`src/design/pstk_pkg.sv`:
```
// Package for the priority stack: operation codes, error codes and the
// command struct that the top level hands to every cell of the chain.
// No dependencies.
package pstk_pkg;

    localparam logic [1:0] FUNC_PUSH  = 2'd0;
    localparam logic [1:0] FUNC_POP   = 2'd1;
    localparam logic [1:0] FUNC_QUERY = 2'd2;

    localparam logic [1:0] ERR_NONE  = 2'd0;
    localparam logic [1:0] ERR_EMPTY = 2'd1;
    localparam logic [1:0] ERR_FULL  = 2'd2;

    localparam int VALUE_W = 32;
    localparam int PRIO_PORT_W = 8;

    // Command broadcast to all cells in the cycle an item is accepted.
    typedef struct packed {
        logic push;
        logic pop;
    } cmd_t;

endpackage

```
`src/design/pstk_cell.sv`:
```
// One slot of the sorted chain: a valid bit, an element and its priority.
// Depends on pstk_pkg for the command struct and the element width.
module pstk_cell #(
    parameter int PRIORITY_BITS = 8
) (
    input  logic                       clk,
    input  logic                       rst_n,
    input  pstk_pkg::cmd_t             cmd,
    input  logic [31:0]                new_value,
    input  logic [PRIORITY_BITS-1:0]   new_prio,
    input  logic                       left_gt,
    input  logic                       left_valid,
    input  logic [31:0]                left_value,
    input  logic [PRIORITY_BITS-1:0]   left_prio,
    input  logic                       right_valid,
    input  logic [31:0]                right_value,
    input  logic [PRIORITY_BITS-1:0]   right_prio,
    output logic                       valid,
    output logic [31:0]                value,
    output logic [PRIORITY_BITS-1:0]   prio,
    output logic                       gt,
    output logic                       valid_next,
    output logic [31:0]                value_next,
    output logic [PRIORITY_BITS-1:0]   prio_next
);
    import pstk_pkg::*;

    logic                     valid_reg;
    logic [VALUE_W-1:0]       value_reg;
    logic [PRIORITY_BITS-1:0] prio_reg;

    // This slot outranks the incoming element and stays where it is.
    assign gt = valid_reg && (prio_reg > new_prio);

    always_comb
    begin
        valid_next = valid_reg;
        value_next = value_reg;
        prio_next  = prio_reg;
        if (cmd.push)
        begin
            if (!gt && left_gt)
            begin
                valid_next = 1'b1;
                value_next = new_value;
                prio_next  = new_prio;
            end
            else if (!gt && left_valid)
            begin
                valid_next = 1'b1;
                value_next = left_value;
                prio_next  = left_prio;
            end
        end
        else if (cmd.pop)
        begin
            valid_next = right_valid;
            value_next = right_value;
            prio_next  = right_prio;
        end
    end

    always_ff @(posedge clk or negedge rst_n)
    begin
        if (!rst_n)
        begin
            valid_reg <= 1'b0;
        end
        else
        begin
            valid_reg <= valid_next;
        end
    end

    always_ff @(posedge clk)
    begin
        value_reg <= value_next;
        prio_reg  <= prio_next;
    end

    assign valid = valid_reg;
    assign value = value_reg;
    assign prio  = prio_reg;

endmodule

```
`src/design/priority_stack_unit.sv`:
```
// Top level of the priority stack: a chain of pstk_cell slots, the entry
// count and the result register. Depends on pstk_pkg and pstk_cell.
//
// Usage. Each input beat carries func (push, pop or query), push_value and
// push_priority. Each accepted beat yields exactly one output beat with the
// top element and its priority after the operation (zero when empty), the
// entry count, an empty flag and an error code (pop on empty, push on full).
// Entries are kept sorted with the highest priority in slot 0; a push lands
// above every entry of equal or lower priority, so ties leave last-in
// first-out.
// The result beat is valid in the cycle after the input beat is accepted.
// Throughput is one beat per cycle while the receiver does not stall, because
// every cell compares its own priority with the incoming one in parallel and
// all cells shift to their neighbors together; the result register is the only
// stage between the two channels.
// When the receiver stalls, the result register holds its beat and in_stall
// is raised, so no further input is taken until the result is taken.
// Reset clears all valid bits, the count and the result valid flag; the
// stored elements and the result fields are not cleared, since empty slots
// are never read and the fields only count while out_valid is high.
module priority_stack_unit #(
    parameter int DEPTH         = 16,
    parameter int PRIORITY_BITS = 8
) (
    input  logic                            clk,
    input  logic                            rst_n,
    input  logic                            in_valid,
    output logic                            in_stall,
    input  logic [1:0]                      func,
    input  logic [31:0]                     push_value,
    input  logic [7:0]                      push_priority,
    output logic                            out_valid,
    input  logic                            out_stall,
    output logic [31:0]                     top_value,
    output logic [7:0]                      top_priority,
    output logic [$clog2(DEPTH+1)-1:0]      count,
    output logic                            is_empty,
    output logic [1:0]                      error
);
    import pstk_pkg::*;

    localparam int CNT_W = $clog2(DEPTH + 1);

    logic                     in_accept;
    logic                     is_full;
    logic                     store_empty;
    logic                     func_push;
    logic                     func_pop;
    cmd_t                     cmd;
    logic [PRIORITY_BITS-1:0] new_prio;
    logic [1:0]               err;

    logic [CNT_W-1:0]         count_reg;
    logic [CNT_W-1:0]         count_next;

    logic                     out_valid_reg;
    logic [VALUE_W-1:0]       top_value_reg;
    logic [PRIO_PORT_W-1:0]   top_priority_reg;
    logic [CNT_W-1:0]         count_out_reg;
    logic                     is_empty_reg;
    logic [1:0]               error_reg;

    // Chain wiring, one element per cell.
    logic                     cell_valid      [DEPTH];
    logic [VALUE_W-1:0]       cell_value      [DEPTH];
    logic [PRIORITY_BITS-1:0] cell_prio       [DEPTH];
    logic                     cell_gt         [DEPTH];
    logic                     cell_valid_next [DEPTH];
    logic [VALUE_W-1:0]       cell_value_next [DEPTH];
    logic [PRIORITY_BITS-1:0] cell_prio_next  [DEPTH];

    // A new beat is taken whenever the result register is free or is
    // being emptied in this cycle.
    assign in_stall  = out_valid_reg && out_stall;
    assign in_accept = in_valid && !in_stall;

    assign is_full     = (count_reg == CNT_W'(DEPTH));
    assign store_empty = (count_reg == '0);
    assign new_prio    = PRIORITY_BITS'(push_priority);

    always_comb
    begin
        func_push = 1'b0;
        func_pop  = 1'b0;
        case (func)
            FUNC_PUSH: func_push = 1'b1;
            FUNC_POP:  func_pop  = 1'b1;
            default:   ;
        endcase
    end

    // Illegal operations are turned into queries before they reach the chain.
    assign cmd.push = in_accept && func_push && !is_full;
    assign cmd.pop  = in_accept && func_pop && !store_empty;

    always_comb
    begin
        err = ERR_NONE;
        if (func_push && is_full)
        begin
            err = ERR_FULL;
        end
        else if (func_pop && store_empty)
        begin
            err = ERR_EMPTY;
        end
    end

    always_comb
    begin
        count_next = count_reg;
        if (cmd.push)
        begin
            count_next = count_reg + CNT_W'(1);
        end
        else if (cmd.pop)
        begin
            count_next = count_reg - CNT_W'(1);
        end
    end

    genvar gi;
    generate
        for (gi = 0; gi < DEPTH; gi++)
        begin : g_cell
            logic                     l_gt;
            logic                     l_valid;
            logic [VALUE_W-1:0]       l_value;
            logic [PRIORITY_BITS-1:0] l_prio;
            logic                     r_valid;
            logic [VALUE_W-1:0]       r_value;
            logic [PRIORITY_BITS-1:0] r_prio;

            if (gi == 0)
            begin : g_head
                // Nothing sits above slot 0, so it behaves as if outranked.
                assign l_gt    = 1'b1;
                assign l_valid = 1'b0;
                assign l_value = '0;
                assign l_prio  = '0;
            end
            else
            begin : g_mid_l
                assign l_gt    = cell_gt[gi-1];
                assign l_valid = cell_valid[gi-1];
                assign l_value = cell_value[gi-1];
                assign l_prio  = cell_prio[gi-1];
            end

            if (gi == DEPTH - 1)
            begin : g_tail
                assign r_valid = 1'b0;
                assign r_value = '0;
                assign r_prio  = '0;
            end
            else
            begin : g_mid_r
                assign r_valid = cell_valid[gi+1];
                assign r_value = cell_value[gi+1];
                assign r_prio  = cell_prio[gi+1];
            end

            pstk_cell #(
                .PRIORITY_BITS(PRIORITY_BITS)
            ) u_cell (
                .clk         (clk),
                .rst_n       (rst_n),
                .cmd         (cmd),
                .new_value   (push_value),
                .new_prio    (new_prio),
                .left_gt     (l_gt),
                .left_valid  (l_valid),
                .left_value  (l_value),
                .left_prio   (l_prio),
                .right_valid (r_valid),
                .right_value (r_value),
                .right_prio  (r_prio),
                .valid       (cell_valid[gi]),
                .value       (cell_value[gi]),
                .prio        (cell_prio[gi]),
                .gt          (cell_gt[gi]),
                .valid_next  (cell_valid_next[gi]),
                .value_next  (cell_value_next[gi]),
                .prio_next   (cell_prio_next[gi])
            );
        end
    endgenerate

    always_ff @(posedge clk or negedge rst_n)
    begin
        if (!rst_n)
        begin
            count_reg     <= '0;
            out_valid_reg <= 1'b0;
        end
        else
        begin
            count_reg <= count_next;
            if (in_accept)
            begin
                out_valid_reg <= 1'b1;
            end
            else if (!out_stall)
            begin
                out_valid_reg <= 1'b0;
            end
        end
    end

    // The result reflects the state after the operation, taken from the
    // next value of slot 0.
    always_ff @(posedge clk)
    begin
        if (in_accept)
        begin
            top_value_reg    <= cell_valid_next[0] ? cell_value_next[0] : '0;
            top_priority_reg <= cell_valid_next[0] ?
                                PRIO_PORT_W'(cell_prio_next[0]) : '0;
            count_out_reg    <= count_next;
            is_empty_reg     <= (count_next == '0);
            error_reg        <= err;
        end
    end

    assign out_valid    = out_valid_reg;
    assign top_value    = top_value_reg;
    assign top_priority = top_priority_reg;
    assign count        = count_out_reg;
    assign is_empty     = is_empty_reg;
    assign error        = error_reg;

endmodule
```
`config.mk`:
```
export PLATFORM = sky130hd
export DESIGN_NAME = priority_stack_unit
export DESIGN_NICKNAME = d
export VERILOG_FILES = /design/src/design/pstk_pkg.sv /design/src/design/pstk_cell.sv /design/src/design/priority_stack_unit.sv
export SDC_FILE = /design/constraint.sdc
export NUM_CORES = 2
export LEC_CHECK = 0
export BUFFER_PORTS_ARGS = -buffer_cell sky130_fd_sc_hd__buf_4
export CORE_AREA = 2 2 381 383
export CTS_CLUSTER_DIAMETER = 150
export DETAILED_ROUTE_END_ITERATION = 7
export DIE_AREA = 0 0 383 385
export PLACE_DENSITY = 0.7
export SYNTH_ARGS = -nofsm -noshare
export SYNTH_HDL_FRONTEND = slang
export SYNTH_HIERARCHICAL = 1
export SYNTH_SLANG_ARGS = --single-unit
```
`constraint.sdc`:
```
create_clock -name clk -period 5.3 [get_ports clk]
set_input_delay 0.265 -clock clk [delete_from_list [all_inputs] [get_ports clk]]
set_output_delay 0.265 -clock clk [all_outputs]
set_load 0.005 [all_outputs]
```
==> metrics.txt <==
min Tclk post-route 3.82 ns; most frequent cell after synthesis nor2_1; Post-DP Area 64,300 um^2; TNS Setup 0 ns; number of synthesized flops with an enable pin 48; # setup viols final 0; VDD IR max 0.517 mV; synthesis warning total 6; CP Class register to register; DR vias 57.6k; routability cong. 0.814; PnR worst setup slack 1.48 ns; Synth Flop Type dfxtp_1; Slew @ Worst Pin 1.21 ns; Iter 0 DRT Violations 4,714; Cells after Synth 7,880; Initial Utilization 44.8%; maxcap violations 0; cells along the critical path inv_1, ha_1, nor2b_1, nand2b_1, nor2_1, nor2_4, buf_12, buf_12, mux2i_1, nor2_1, a31o_2; Sequential Power Share 27.8%; crit start category register; first-pass GRT wire length 289 mm; Net Sw Frac 44.5%; drt total wl 177 mm; Cell Rows 139; CP Buf/Inv Count 3; synthesized flop and latch total 710; CTS-repair resized insts 0; design area 67,100 um^2; period utilization 72.1%; CP delay by family, top buffers and inverters; mean routed wirelength per cell 18.8 um; vias per cell 6.14; CTS root buffer clkbuf_16; TritonCTS clock tree yes; outcome complete, no violations; number of remaining DRC errors 0; clock buffer depth 3; Pre-antenna DRT Iters 6; met2 usage 38.6%; largest net degree at the start of global routing 243; Leak 24.5 nW; Worst slew margin 19.6%; gr usage total 22.9%; Ant. Diodes 0; TritonCTS Buffers 87; P&R area growth vs syn 4.73%; Core ar. 143,000 um^2; Seq/Total Area, Yosys 23.1%; Commonest cells post-synth 1,285 x nor2_1, 1,250 x o21ai_0, 640 x dfxtp_1, 640 x mux2i_1, 625 x nor2b_1; Ports 96; Post-Place Setup Slack 1.63 ns; clock net sink count 710; arrival time at the worst endpoint 4.41 ns; Int Power 23.6 mW; global route hottest layer met2; asr flop ratio synth 3.10%; CP Max Fanout 133; critical path's slowest cell buf_12; Synth area leaders dfxtp_1 20%, nor4b_2 11%, mux2i_1 10%; Final Max Tran Viols 0; grt total ovfl 0; FMAX 0.262 GHz; Largest register FFs 512; NetSw 19.0 mW; met1 usage 30.7%; Skew-Pair Late Insertion Delay 0.72 ns; die width 383 um; vias in the first global route 55.2k; Port Buffers 95; Syn Area/Cell 8.14 um^2; Yosys top cell area share 20.0%; mapped cell area 64,100 um^2; Detail Route Antenna Nets 0; Comb pwr share 57.8%; initial antenna violation count 6; RSZ-0062 raised after global routing no; max incr delay on CP 0.63 ns; Die ar. 147,000 um^2; proportion of layout cells with a drive suffix above 1 12.6%; WP data required 5.89 ns; met3 usage 3.02%; power share of the clock group 14.4%; H-Tree Depth 3; Clk pin slew, worst setup/hold paths 0.06 ns; PwrDens 634 nW/um^2; CP endpoint kind register; Vert. Die Dim 385 um; Filler cells 13.6k; Final #Nets 7,581; Synth area leader dfxtp_1; Final HPWL DP 107 mm; Clock Skew 0.0505 ns; Yosys cell types 62; Tightest Hold Check Type input port to register; Fin. Hold Viols 0
-- power by group through the flow --
| stage | Combinational (mW) | Clock, mW | Sequential, mW |
|---|---|---|---|
| 2_1_floorplan | 21.1 | 0 | 10.7 |
| 3_3_place_gp | 23.5 | 0 | 11.8 |
| 3_5_place_dp | 24.4 | 0 | 11.9 |
| 4_1_cts | 24.4 | 6.24 | 11.8 |
| 5_1_grt | 27.3 | 6.42 | 12.3 |
| 6_report | 24.6 | 6.14 | 11.8 |
-- timing repair --
| item | in CTS | in global routing |
|---|---|---|
| setup buffers | 0 | 0 |
| hold buffers | 7 | 0 |
| endpoints found under the hold margin | 26 | 0 |
-- cells by family after synthesis --
| group | after synthesis | synth area share [%] |
|---|---|---|
| muxes | 641 | 10.0 |
| and+or+nand+nor | 2705 | 28.6 |
| AOI/OAI and AO/OA | 2689 | 28.1 |
| xor gates and xnor gates | 2 | 0.0273 |
| buffers and inverters | 1001 | 7.59 |
| DFF | 710 | 23.1 |
| adders and majority gates | 130 | 2.54 |
| other | 2 | 0.0117 |
-- worst paths after layout --
path                            slack [ns]  cells past startpoint                           to                        start
worst max-delay path                  1.48                     11  g_cell[14].u_cell/value[29]                 count_reg[1]
worst min-delay path                  0.05                      3                     error[1]                      func[0]
worst max register to register        1.48                     11  g_cell[14].u_cell/value[29]                 count_reg[1]
worst min register to register        0.55                      2  g_cell[15].u_cell/value[30]  g_cell[15].u_cell/value[30]
max in group asynchronous             3.69                      4                 count_reg[1]                        rst_n
min in group asynchronous             0.53                      3       g_cell[3].u_cell/valid                        rst_n
-- cell type report --
class	count	area [um^2]	share of cell area (%)
clock inverters	29	349	0.520
flip-flops and latches	710	14800	22.1
inverters	164	628	0.935
clock buffers	129	2470	3.67
well taps	1903	2380	3.55
multi-input cells	6250	44900	66.9
repair buffers	192	1610	2.40
-- per-layer routing --
metal | vias to the layer above | wire [um]
li1 | 27500 | -
met1 | 28400 | 80900
met2 | 1400 | 83500
met3 | 298 | 8650
met4 | 8 | 3490
met5 | - | 66
-- worst register-to-register path: cells and delay by family, from the launching register on --
| kind | cells | cell delay [ns] |
|---|---|---|
| AO/OA/AOI/OAI | 1 | 0.25 |
| buffers and inverters | 3 | 1.22 |
| multiplexers | 1 | 0.57 |
| adder cells (fa/ha/maj) | 1 | 0.23 |
| flip-flops | 1 | 0.49 |
| AND/OR/NAND/NOR | 5 | 0.92 |
-- placed cells by master (no fill, tap or decap), drive strengths merged, types with 130 or more instances in the layout --
cell type	n
a31o	608
buf	185
dfxtp	640
ha	130
inv	167
mux2i	640
nor2	1286
nor2b	626
nor4b	609
o21ai	1266
o21bai	608
-- through the flow --
step                      utilization, %  hold WS, ns  total power, mW  instances
after floorplan                        -      -0.0306             31.8       7961
after global placement              44.9        0.227             35.4       9212
after detailed placement            44.9        0.229             36.3       9212
after CTS                           46.9      0.00945             42.5       9377
after global routing                46.9       0.0403             46.1       9377
final                               46.9       0.0525             42.6       9377
No activity file was read; power rests on OpenSTA's default activity.
